--- config.mk ---
export PLATFORM = sky130hd
export DESIGN_NAME = iso6709_coordinate_parser_core
export DESIGN_NICKNAME = d
export VERILOG_FILES = /design/src/rtl/core/iso6709_pkg.sv /design/src/rtl/core/iso6709_coordinate_parser_core.sv
export SDC_FILE = /design/constraint.sdc
export NUM_CORES = 1
export LEC_CHECK = 0
export BUFFER_PORTS_ARGS = -buffer_cell sky130_fd_sc_hd__clkbuf_2
export CELL_PAD_IN_SITES_DETAIL_PLACEMENT = 2
export CELL_PAD_IN_SITES_GLOBAL_PLACEMENT = 2
export CORE_MARGIN = 2
export CORE_UTILIZATION = 30
export CTS_BUF_LIST = sky130_fd_sc_hd__clkbuf_8 sky130_fd_sc_hd__clkbuf_16
export CTS_CLUSTER_DIAMETER = 30
export CTS_CLUSTER_SIZE = 16
export DETAILED_ROUTE_END_ITERATION = 16
export GPL_TIMING_DRIVEN = 0
export PLACE_DENSITY = 0.75
export SETUP_SLACK_MARGIN = 0.5
export SYNTH_ARGS = -nofsm -noshare
export SYNTH_HDL_FRONTEND = slang
export SYNTH_SLANG_ARGS = --single-unit
--- constraint.sdc ---
create_clock -name clk -period 8.1 [get_ports clk]
set_input_delay 2.025 -clock clk [delete_from_list [all_inputs] [get_ports clk]]
set_output_delay 2.025 -clock clk [all_outputs]
set_load 0.005 [all_outputs]
--- src/rtl/core/iso6709_pkg.sv ---
// Shared types, codes and digit helpers for the ISO 6709 coordinate parser.
package iso6709_pkg;

  // Parse position within one coordinate string
  typedef enum logic [1:0] {
    PH_START = 2'd0,
    PH_LAT   = 2'd1,
    PH_LON   = 2'd2
  } phase_t;

  // Result status codes
  typedef enum logic [2:0] {
    ST_OK          = 3'd0,
    ST_EMPTY       = 3'd1,
    ST_NO_LON_SIGN = 3'd2,
    ST_BAD_LAT_LEN = 3'd3,
    ST_BAD_LON_LEN = 3'd4,
    ST_NON_DIGIT   = 3'd5
  } status_t;

  localparam int LAT_DEPTH     = 6;
  localparam int LON_DEPTH     = 7;
  localparam int LAT_COUNT_MAX = 7;
  localparam int LON_COUNT_MAX = 8;

  localparam logic [7:0] CH_NUL   = 8'h00;
  localparam logic [7:0] CH_PLUS  = 8'h2B;
  localparam logic [7:0] CH_MINUS = 8'h2D;
  localparam logic [7:0] CH_ZERO  = 8'h30;
  localparam logic [7:0] CH_NINE  = 8'h39;

  localparam int LAT_W = 20;
  localparam int LON_W = 23;

  typedef logic [3:0] digit_t;

  // Two decimal digits to a value 0..99
  function automatic logic [6:0] pair_value(input digit_t hi, input digit_t lo);
    logic [6:0] v;
    v = 7'({hi, 3'b000}) + 7'({hi, 1'b0}) + 7'(lo);
    return v;
  endfunction

endpackage

--- src/rtl/core/iso6709_coordinate_parser_core.sv ---
// Streaming ISO 6709 (zone.tab style) coordinate parser, top level.
//
// One ASCII byte per request enters on in_*; a NUL byte closes the string and
// yields one result on out_* with latitude and longitude in signed whole
// arc-seconds and a status code (0 ok, 1 empty, 2 no longitude sign, 3 bad
// latitude length, 4 bad longitude length, 5 non-digit); on any error both
// coordinates read zero. The block takes one byte every cycle: each byte is held
// in the input register, then the parse state updates, and a NUL forms the
// result in the same cycle that loads the output register, from which the
// result is presented on out_*. Only a NUL waits on a full, stalled output
// register; other bytes keep flowing.
module iso6709_coordinate_parser_core
  import iso6709_pkg::*;
(
  input  logic        clk,
  input  logic        rst_n,
  input  logic        in_tvalid,
  output logic        in_tready,
  input  logic [7:0]  in_tdata,   // [7:0] char_code
  output logic        out_tvalid,
  input  logic        out_tready,
  output logic [47:0] out_tdata,  // [19:0] latitude_arcsec, [42:20] longitude_arcsec, zero pad
  output logic [2:0]  out_tuser   // [2:0] status
);

  // Input register
  logic       in_valid_r;
  logic [7:0] char_r;

  // Parse state
  phase_t      phase_r, phase_nxt;
  logic        lat_neg_r, lat_neg_nxt;
  logic        lon_neg_r, lon_neg_nxt;
  logic [2:0]  lat_cnt_r, lat_cnt_nxt;
  logic [3:0]  lon_cnt_r, lon_cnt_nxt;
  logic        bad_seen_r, bad_seen_nxt;
  digit_t      lat_dig_r [LAT_DEPTH];
  digit_t      lon_dig_r [LON_DEPTH];

  // Output register
  logic                    out_valid_r;
  logic signed [LAT_W-1:0] lat_out_r;
  logic signed [LON_W-1:0] lon_out_r;
  status_t                 status_r;

  logic    out_free, advance, is_nul, is_digit, is_sign;
  digit_t  dig_val;
  logic    lat_wr, lon_wr;
  status_t status_c;

  logic [6:0]  lat_deg, lat_min, lat_sec, lon_min, lon_sec;
  logic [9:0]  lon_deg;
  logic [18:0] lat_mag;
  logic [21:0] lon_mag;
  logic signed [LAT_W-1:0] lat_val;
  logic signed [LON_W-1:0] lon_val;

  // Handshake
  assign out_free  = !out_valid_r || out_tready;
  assign is_nul    = (char_r == CH_NUL);
  assign advance   = in_valid_r && (!is_nul || out_free);
  assign in_tready = !in_valid_r || advance;

  // Character classes
  assign is_digit = (char_r >= CH_ZERO) && (char_r <= CH_NINE);
  assign is_sign  = (char_r == CH_PLUS) || (char_r == CH_MINUS);
  assign dig_val  = is_digit ? 4'(char_r - CH_ZERO) : 4'd0;

  // Next parse state and digit store writes
  always_comb begin
    phase_nxt    = phase_r;
    lat_neg_nxt  = lat_neg_r;
    lon_neg_nxt  = lon_neg_r;
    lat_cnt_nxt  = lat_cnt_r;
    lon_cnt_nxt  = lon_cnt_r;
    bad_seen_nxt = bad_seen_r;
    lat_wr       = 1'b0;
    lon_wr       = 1'b0;
    if (is_nul) begin
      phase_nxt    = PH_START;
      lat_neg_nxt  = 1'b0;
      lon_neg_nxt  = 1'b0;
      lat_cnt_nxt  = '0;
      lon_cnt_nxt  = '0;
      bad_seen_nxt = 1'b0;
    end else begin
      unique case (phase_r)
        PH_LAT: begin
          if (is_sign) begin
            lon_neg_nxt = (char_r == CH_MINUS);
            phase_nxt   = PH_LON;
          end else begin
            if (!is_digit) bad_seen_nxt = 1'b1;
            lat_wr = (lat_cnt_r < 3'(LAT_DEPTH));
            if (lat_cnt_r < 3'(LAT_COUNT_MAX)) lat_cnt_nxt = lat_cnt_r + 3'd1;
          end
        end
        PH_LON: begin
          if (!is_digit) bad_seen_nxt = 1'b1;
          lon_wr = (lon_cnt_r < 4'(LON_DEPTH));
          if (lon_cnt_r < 4'(LON_COUNT_MAX)) lon_cnt_nxt = lon_cnt_r + 4'd1;
        end
        default: begin
          // first byte is the latitude sign, whatever it is
          lat_neg_nxt = (char_r == CH_MINUS);
          phase_nxt   = PH_LAT;
        end
      endcase
    end
  end

  // Status priority on end of string
  always_comb begin
    if (phase_r != PH_LAT && phase_r != PH_LON)   status_c = ST_EMPTY;
    else if (phase_r == PH_LAT)                   status_c = ST_NO_LON_SIGN;
    else if (lat_cnt_r != 3'd4 && lat_cnt_r != 3'd6) status_c = ST_BAD_LAT_LEN;
    else if (lon_cnt_r != 4'd5 && lon_cnt_r != 4'd7) status_c = ST_BAD_LON_LEN;
    else if (bad_seen_r)                          status_c = ST_NON_DIGIT;
    else                                          status_c = ST_OK;
  end

  // Arc-second conversion
  always_comb begin
    lat_deg = pair_value(lat_dig_r[0], lat_dig_r[1]);
    lat_min = pair_value(lat_dig_r[2], lat_dig_r[3]);
    lat_sec = (lat_cnt_r == 3'd6) ? pair_value(lat_dig_r[4], lat_dig_r[5]) : 7'd0;
    lon_deg = 10'(lon_dig_r[0]) * 10'd100 + 10'(lon_dig_r[1]) * 10'd10
            + 10'(lon_dig_r[2]);
    lon_min = pair_value(lon_dig_r[3], lon_dig_r[4]);
    lon_sec = (lon_cnt_r == 4'd7) ? pair_value(lon_dig_r[5], lon_dig_r[6]) : 7'd0;
    lat_mag = 19'(lat_deg) * 19'd3600 + 19'(lat_min) * 19'd60 + 19'(lat_sec);
    lon_mag = 22'(lon_deg) * 22'd3600 + 22'(lon_min) * 22'd60 + 22'(lon_sec);
    lat_val = lat_neg_r ? -$signed({1'b0, lat_mag}) : $signed({1'b0, lat_mag});
    lon_val = lon_neg_r ? -$signed({1'b0, lon_mag}) : $signed({1'b0, lon_mag});
  end

  // Input register
  always_ff @(posedge clk) begin
    if (!rst_n) begin
      in_valid_r <= 1'b0;
    end else if (in_tready) begin
      in_valid_r <= in_tvalid;
    end
    if (in_tready && in_tvalid) char_r <= in_tdata;
  end

  // Parse state registers
  always_ff @(posedge clk) begin
    if (!rst_n) begin
      phase_r    <= PH_START;
      lat_neg_r  <= 1'b0;
      lon_neg_r  <= 1'b0;
      lat_cnt_r  <= '0;
      lon_cnt_r  <= '0;
      bad_seen_r <= 1'b0;
    end else if (advance) begin
      phase_r    <= phase_nxt;
      lat_neg_r  <= lat_neg_nxt;
      lon_neg_r  <= lon_neg_nxt;
      lat_cnt_r  <= lat_cnt_nxt;
      lon_cnt_r  <= lon_cnt_nxt;
      bad_seen_r <= bad_seen_nxt;
    end
  end

  // Digit stores, no reset
  always_ff @(posedge clk) begin
    if (advance && lat_wr) lat_dig_r[lat_cnt_r] <= dig_val;
    if (advance && lon_wr) lon_dig_r[lon_cnt_r[2:0]] <= dig_val;
  end

  // Output register
  always_ff @(posedge clk) begin
    if (!rst_n) begin
      out_valid_r <= 1'b0;
    end else if (advance && is_nul) begin
      out_valid_r <= 1'b1;
    end else if (out_tready) begin
      out_valid_r <= 1'b0;
    end
    if (advance && is_nul) begin
      status_r  <= status_c;
      lat_out_r <= (status_c == ST_OK) ? lat_val : '0;
      lon_out_r <= (status_c == ST_OK) ? lon_val : '0;
    end
  end

  assign out_tvalid = out_valid_r;
  assign out_tdata  = {5'b0, lon_out_r, lat_out_r};
  assign out_tuser  = status_r;

  // An error result carries zero coordinates
  a_err_zero : assert property (@(posedge clk) disable iff (!rst_n)
    out_valid_r && status_r != ST_OK |-> lat_out_r == '0 && lon_out_r == '0)
    else $error("error result with nonzero coordinates");

  // A taken NUL produces a result and rewinds the parser
  a_nul_result : assert property (@(posedge clk) disable iff (!rst_n)
    advance && is_nul |=> out_valid_r && phase_r == PH_START)
    else $error("NUL did not produce a result or rewind");

  // At the start of a string all per-string state is clear
  a_start_clear : assert property (@(posedge clk) disable iff (!rst_n)
    phase_r == PH_START |-> lat_cnt_r == '0 && lon_cnt_r == '0 && !bad_seen_r
                            && !lat_neg_r && !lon_neg_r)
    else $error("stale string state at start");

endmodule
Yosys cells after proc, flatten, opt, wreduce, memory -nomap -nowiden --
Memory sizes are Yosys's and may differ from the RTL's. Cells that the tools add are included.
Storage, ports and cells: output and inout port bits 53, input bits 12, register bits 68, logic and storage cells 140, RAM bits 52, memories 2
Operators by class: multipliers 6, reduce and logical (&&, ||, !) cells 34, equality and inequality tests 17, add/subtract/negate cells 21, multiplexer cells 40, magnitude comparators 6
Memories:
- lon_dig_r | depth 7, bits a word 4, read ports 7, clocked after Yosys merged registers in 0, wr ports 1, RTL line iso6709_coordinate_parser_core.sv:38 | digit_t lon_dig_r [LON_DEPTH];
- lat_dig_r | depth 6, bits a word 4, read ports 6, clocked after Yosys merged registers in 0, wr ports 1, RTL line iso6709_coordinate_parser_core.sv:37 | digit_t lat_dig_r [LAT_DEPTH];
Operators with widths (number):
- 7-bit by 4-bit adder with 7-bit output | 5
- 7-bit by 5-bit adder with 7-bit output | 5
- 3-bit 2-to-1 mux | 9
- 22-bit negation with 23-bit output | 1
- 22-bit by 13-bit adder with 22-bit output | 1
- 22-bit by 7-bit adder with 22-bit output | 1
- 7-bit by 4-bit multiplier with 11-bit output (second input constant) | 2
- 22-bit 2-to-1 mux | 1
- 19-bit negation with 20-bit output | 1
- 19-bit by 13-bit adder with 19-bit output | 1
- 19-bit by 7-bit adder with 19-bit output | 1
- 1-bit 2-to-1 mux | 19
- 19-bit 2-to-1 mux | 1
- 10-bit by 8-bit multiplier with 18-bit output (second input constant) | 1
- 8-bit by 6-bit equality test with 1-bit output (second input constant) | 2
- 4-bit 2-to-1 mux | 4
- 7-bit by 8-bit multiplier with 15-bit output (second input constant) | 1
- 7-bit 2-to-1 mux | 2
- 3-bit inequality test (second input constant) | 4
- 3-bit AND reduction | 4
- 2-bit nonzero test | 6
- 10-bit by 4-bit adder with 10-bit output | 1
- 10-bit by 8-bit adder with 10-bit output | 1
- 1-bit logical AND | 9
- 28 further kinds | 41

Logic depth before layout (Yosys ltp) --
An unclocked memory read counts as a cell.
depth in word-level cells 9, depth in mapped cells 29, gate-level depth less buffers 28

Worst setup path after synthesis --
No wires, ideal clock.
kind register -> register, start memory lon_dig_r[1][1] (netlist bit), end register lon_out_r[21], data pin, clock period less this slack 6.888 ns, data arrival time 6.628 ns, setup slack 1.212 ns, required time 7.840 ns, cell stages (with the launch flop) 24, cells stage by stage edfxtp_1 -> ha_1 -> ha_1 -> fa_1 -> ha_1 -> ha_1 -> nor2b_1 -> o21ai_0 -> nor2b_1 -> xnor2_1 -> fa_1 -> ha_1 -> ha_1 -> ha_1 -> ha_1 -> and3_1 -> a221oi_1 -> xnor2_1 -> nand3_1 -> nor2_1 -> nand3_2 -> xnor3_1 -> and2_0 -> mux2_2
RTL lines:
- start, declared | RTL line iso6709_coordinate_parser_core.sv:38
- end signal, assigned | RTL line iso6709_coordinate_parser_core.sv:184 | lon_out_r <= (status_c == ST_OK) ? lon_val : '0;
- end, declared | RTL line iso6709_coordinate_parser_core.sv:43 | logic signed [LON_W-1:0] lon_out_r;

==> metrics.md <==
| Metric | Value |
|---|---|
| Status | `finished clean` |
| Clk sink count | `120` |
| Final Cycle Share | `90.3%` |
| YS warnings | `0` |
| Worst vdd ir | `136 uV` |
| Rel. slew slack | `~42%` |
| FMAX | `137 MHz` |
| Post-Synthesis Cells | `1,164` |
| Buf/Inv on CP | `4` |
| Hold_sp | `bad_seen_r` |
| Clock transition at path regs | `60 ps` |
| Most common cell after layout, fill and taps aside | `ha_1` |
| Critical path startpoint category | `flop` |
| Final Setup Violations | `0` |
| Die Span Y | `202 um` |
| Post-layout util | `35.0%` |
| IO Count | `65` |
| Hold crit path type | `reg2reg` |
| RR Startpoint | `lon_dig_r[3][0]` |
| First-pass GRT wire length | `50,300 um` |
| Syn avg cell area | `slightly above 10 um2` |
| Clock latency on the worst-skew pair | `430 ps` |
| Root buffer cell | `clkbuf_16` |
| Min cycle time layout | `7320 ps` |
| Post-synth EDFFs | `106` |
| Post-route setup TNS | `0 ps` |
| Ant diodes | `0` |
| H-tree levels | `4` |
| Via count | `8,654` |
| Core Footprint | `38,600 um2` |
| Dpl hpwl | `26,200 um` |
| RePlAce Congestion | `~0.80` |
| CTS tree | `yes` |
| Critical Path RT | `8270 ps` |
| Leakage | `5.99 nW` |
| Area leader, netlist | `edfxtp_1` |
| Yosys reg bits | `120` |
| Area growth syn-to-layout | `15.1%` |
| Register Area | `3460 um2` |
| Worst EP arrival | `7490 ps` |
| WL final | `31,500 um` |
| Initial antenna violation count | `1` |
| Critical Path Fanout Max | `7` |
| Cell Pwr Density | `110 nW/um2` |
| Count of distinct cell types in the synthesized netlist | `79` |
| TritonCTS Buffers | `17` |
| Worst-margin pin slew | `862 ps` |
| Critical path type | `reg2reg` |
| Synth Flop Type | `edfxtp_1` |
| Final setup margin | `784 ps` |
| Initial Utilization | `30.4%` |
| Post-DR vias/cell | `4.85` |
| Clock buffer depth | `2` |
| CP delay by family, top | `adder cells` |
| Tot Pwr | `0.00149 W` |
| Hold Buf Count CTS | `0` |
| Multi-input logic area | `7780 um2` |
| Largest net degree at the start of global routing | `25` |
| GRT Total Usage | `15.6%` |
| Final #Nets | `1,533` |
| Dpl ws | `329 ps` |
| CP max stage delay | `630 ps` |
| Fin Clk Skew | `10.6 ps` |
| Slew Viols, Final | `0` |
| Rows | `72` |
| Worst Setup SP | `lon_dig_r[3][0]` |
| Share of cells above drive strength 1 | `11.6%` |
| Crit path max-delay cell type | `fa_1` |
| Global route overflow | `0` |
| Worst Setup End Kind | `flop` |
| Die X | `slightly above 200 um` |
| Synthesized area | `11,700 um2` |
| RSZ-0062 raised after global routing | `false` |
| Post-synth top area share | `27.1%` |
| Inst Count DP | `1,746` |
| DR DRC count | `0` |
| Die area | `around 41,000 um2` |
| Hold Fails Final Rpt | `0` |
| Pre-antenna DRT Iters | `5` |
| # fillers | `4,181` |
| Max Cap Viol | `0` |
| Non-filler cells, final | `1,784` |
| Wire per inst | `17.6 um` |
| Antenna-violating nets left | `0` |
| Register area share after synthesis | `29.5%` |
| Synth top area cells | `edfxtp_1 27%, ha_1 22%, fa_1 9.9%` |
| Post-synthesis async set-or-reset flop share | `0%` |
| Vias in the first global route | `between 9,000 and 10,000` |
| Port-buffer cells | `59` |
| Detailed Route Iter0 Violations | `337` |
| Commonest non-fill, non-tap cells in the layout | `209 x ha_1, 148 x inv_1, 106 x edfxtp_1` |
[per-layer routing]
layer  routed length (um)  global-route usage [%]  up-vias
li1                     -                       -     4210
met1                13700                    18.4     4312
met2                16500                    29.2      100
met3                  702                    2.35       32
met4                  505                    3.99        0
met5                    0                       0        -
[path summary, 6_finish.rpt]
path                   end  slack [ps]  cells past startpoint
max          lon_out_r[21]         780                     27
min             bad_seen_r         510                      2
max reg2reg  lon_out_r[21]         780                     27
min reg2reg     bad_seen_r         510                      2
[final cells by class]
type	count	share of cell area, %
Inverter	149	4.14
Timing Repair Buffer	66	2.72
Clock buffer	18	3.25
Tap cell	518	4.80
Clock inverter	14	1.01
Multi-Input combinational cell	877	57.6
Buffer	22	0.843
Sequential cell	120	25.6
[cells by family after synthesis]
| family | count (synthesis) | share of synthesized area [%] |
|---|---|---|
| adder cells (fa/ha/maj) | 269 | 32.4 |
| flip-flops | 120 | 29.5 |
| other | 1 | 0.0319 |
| XOR/XNOR | 121 | 9.14 |
| buffers and inverters | 171 | 5.72 |
| AO/OA/AOI/OAI | 208 | 11.4 |
| AND/OR/NAND/NOR | 269 | 11.4 |
| multiplexers | 5 | 0.437 |
[state kept, by name (all words and copies together), names as in the netlist, 2 cells and up]
register,cells
lon_out_r,23
lat_out_r,20
char_r,8
lon_cnt_r,4
lon_dig_r,28
phase_r,2
lat_dig_r,24
lat_cnt_r,3
out_tuser,3
[per-stage QoR]
step	cell area [um2]	hold slack [ps]
global route	13500	566
CTS	13300	514
detailed placement	12700	503
floorplan	11800	452
global placement	12700	483
finish	13500	505
[tightest hold or removal path, stage by stage (launching register included)]
cell and delay (ps):
dfxtp_1 350, a31oi_1 50, nor2_1 70
[synth_stat cells, types with 7 or more instances]
cell type / count
nor3_1: 22
clkbuf_1: 14
a21o_1: 27
nand2b_1: 10
nand4_1: 7
nor2_1: 95
and3_1: 11
ha_1: 210
fa_1: 58
o21a_1: 10
o21ai_0: 44
nand3_1: 18
a21oi_1: 61
xor2_1: 50
and2_1: 12
dfxtp_1: 14
nand2_1: 42
edfxtp_1: 106
nor2b_1: 20
a31oi_1: 7
o21bai_1: 11
xnor2_1: 70
inv_1: 149
[report_power, final]
part	leakage (nW)	switching (W)	internal, W
logic	4.70	0.0000371	0.0000247
clock network	0.280	0.000311	0.000437
registers	1.02	0.00000427	0.000671
total	5.99	0.000352	0.00113
[what timing repair did]
item | 4_1_cts | 5_1_grt
gates resized for setup | 4 | 30
cloned | 0 | 0
pin swaps | 0 | 8
buffers inserted | 0 | 6
endpoints found under the setup margin | 5 | 11
Power figures use the tool's default switching activity.
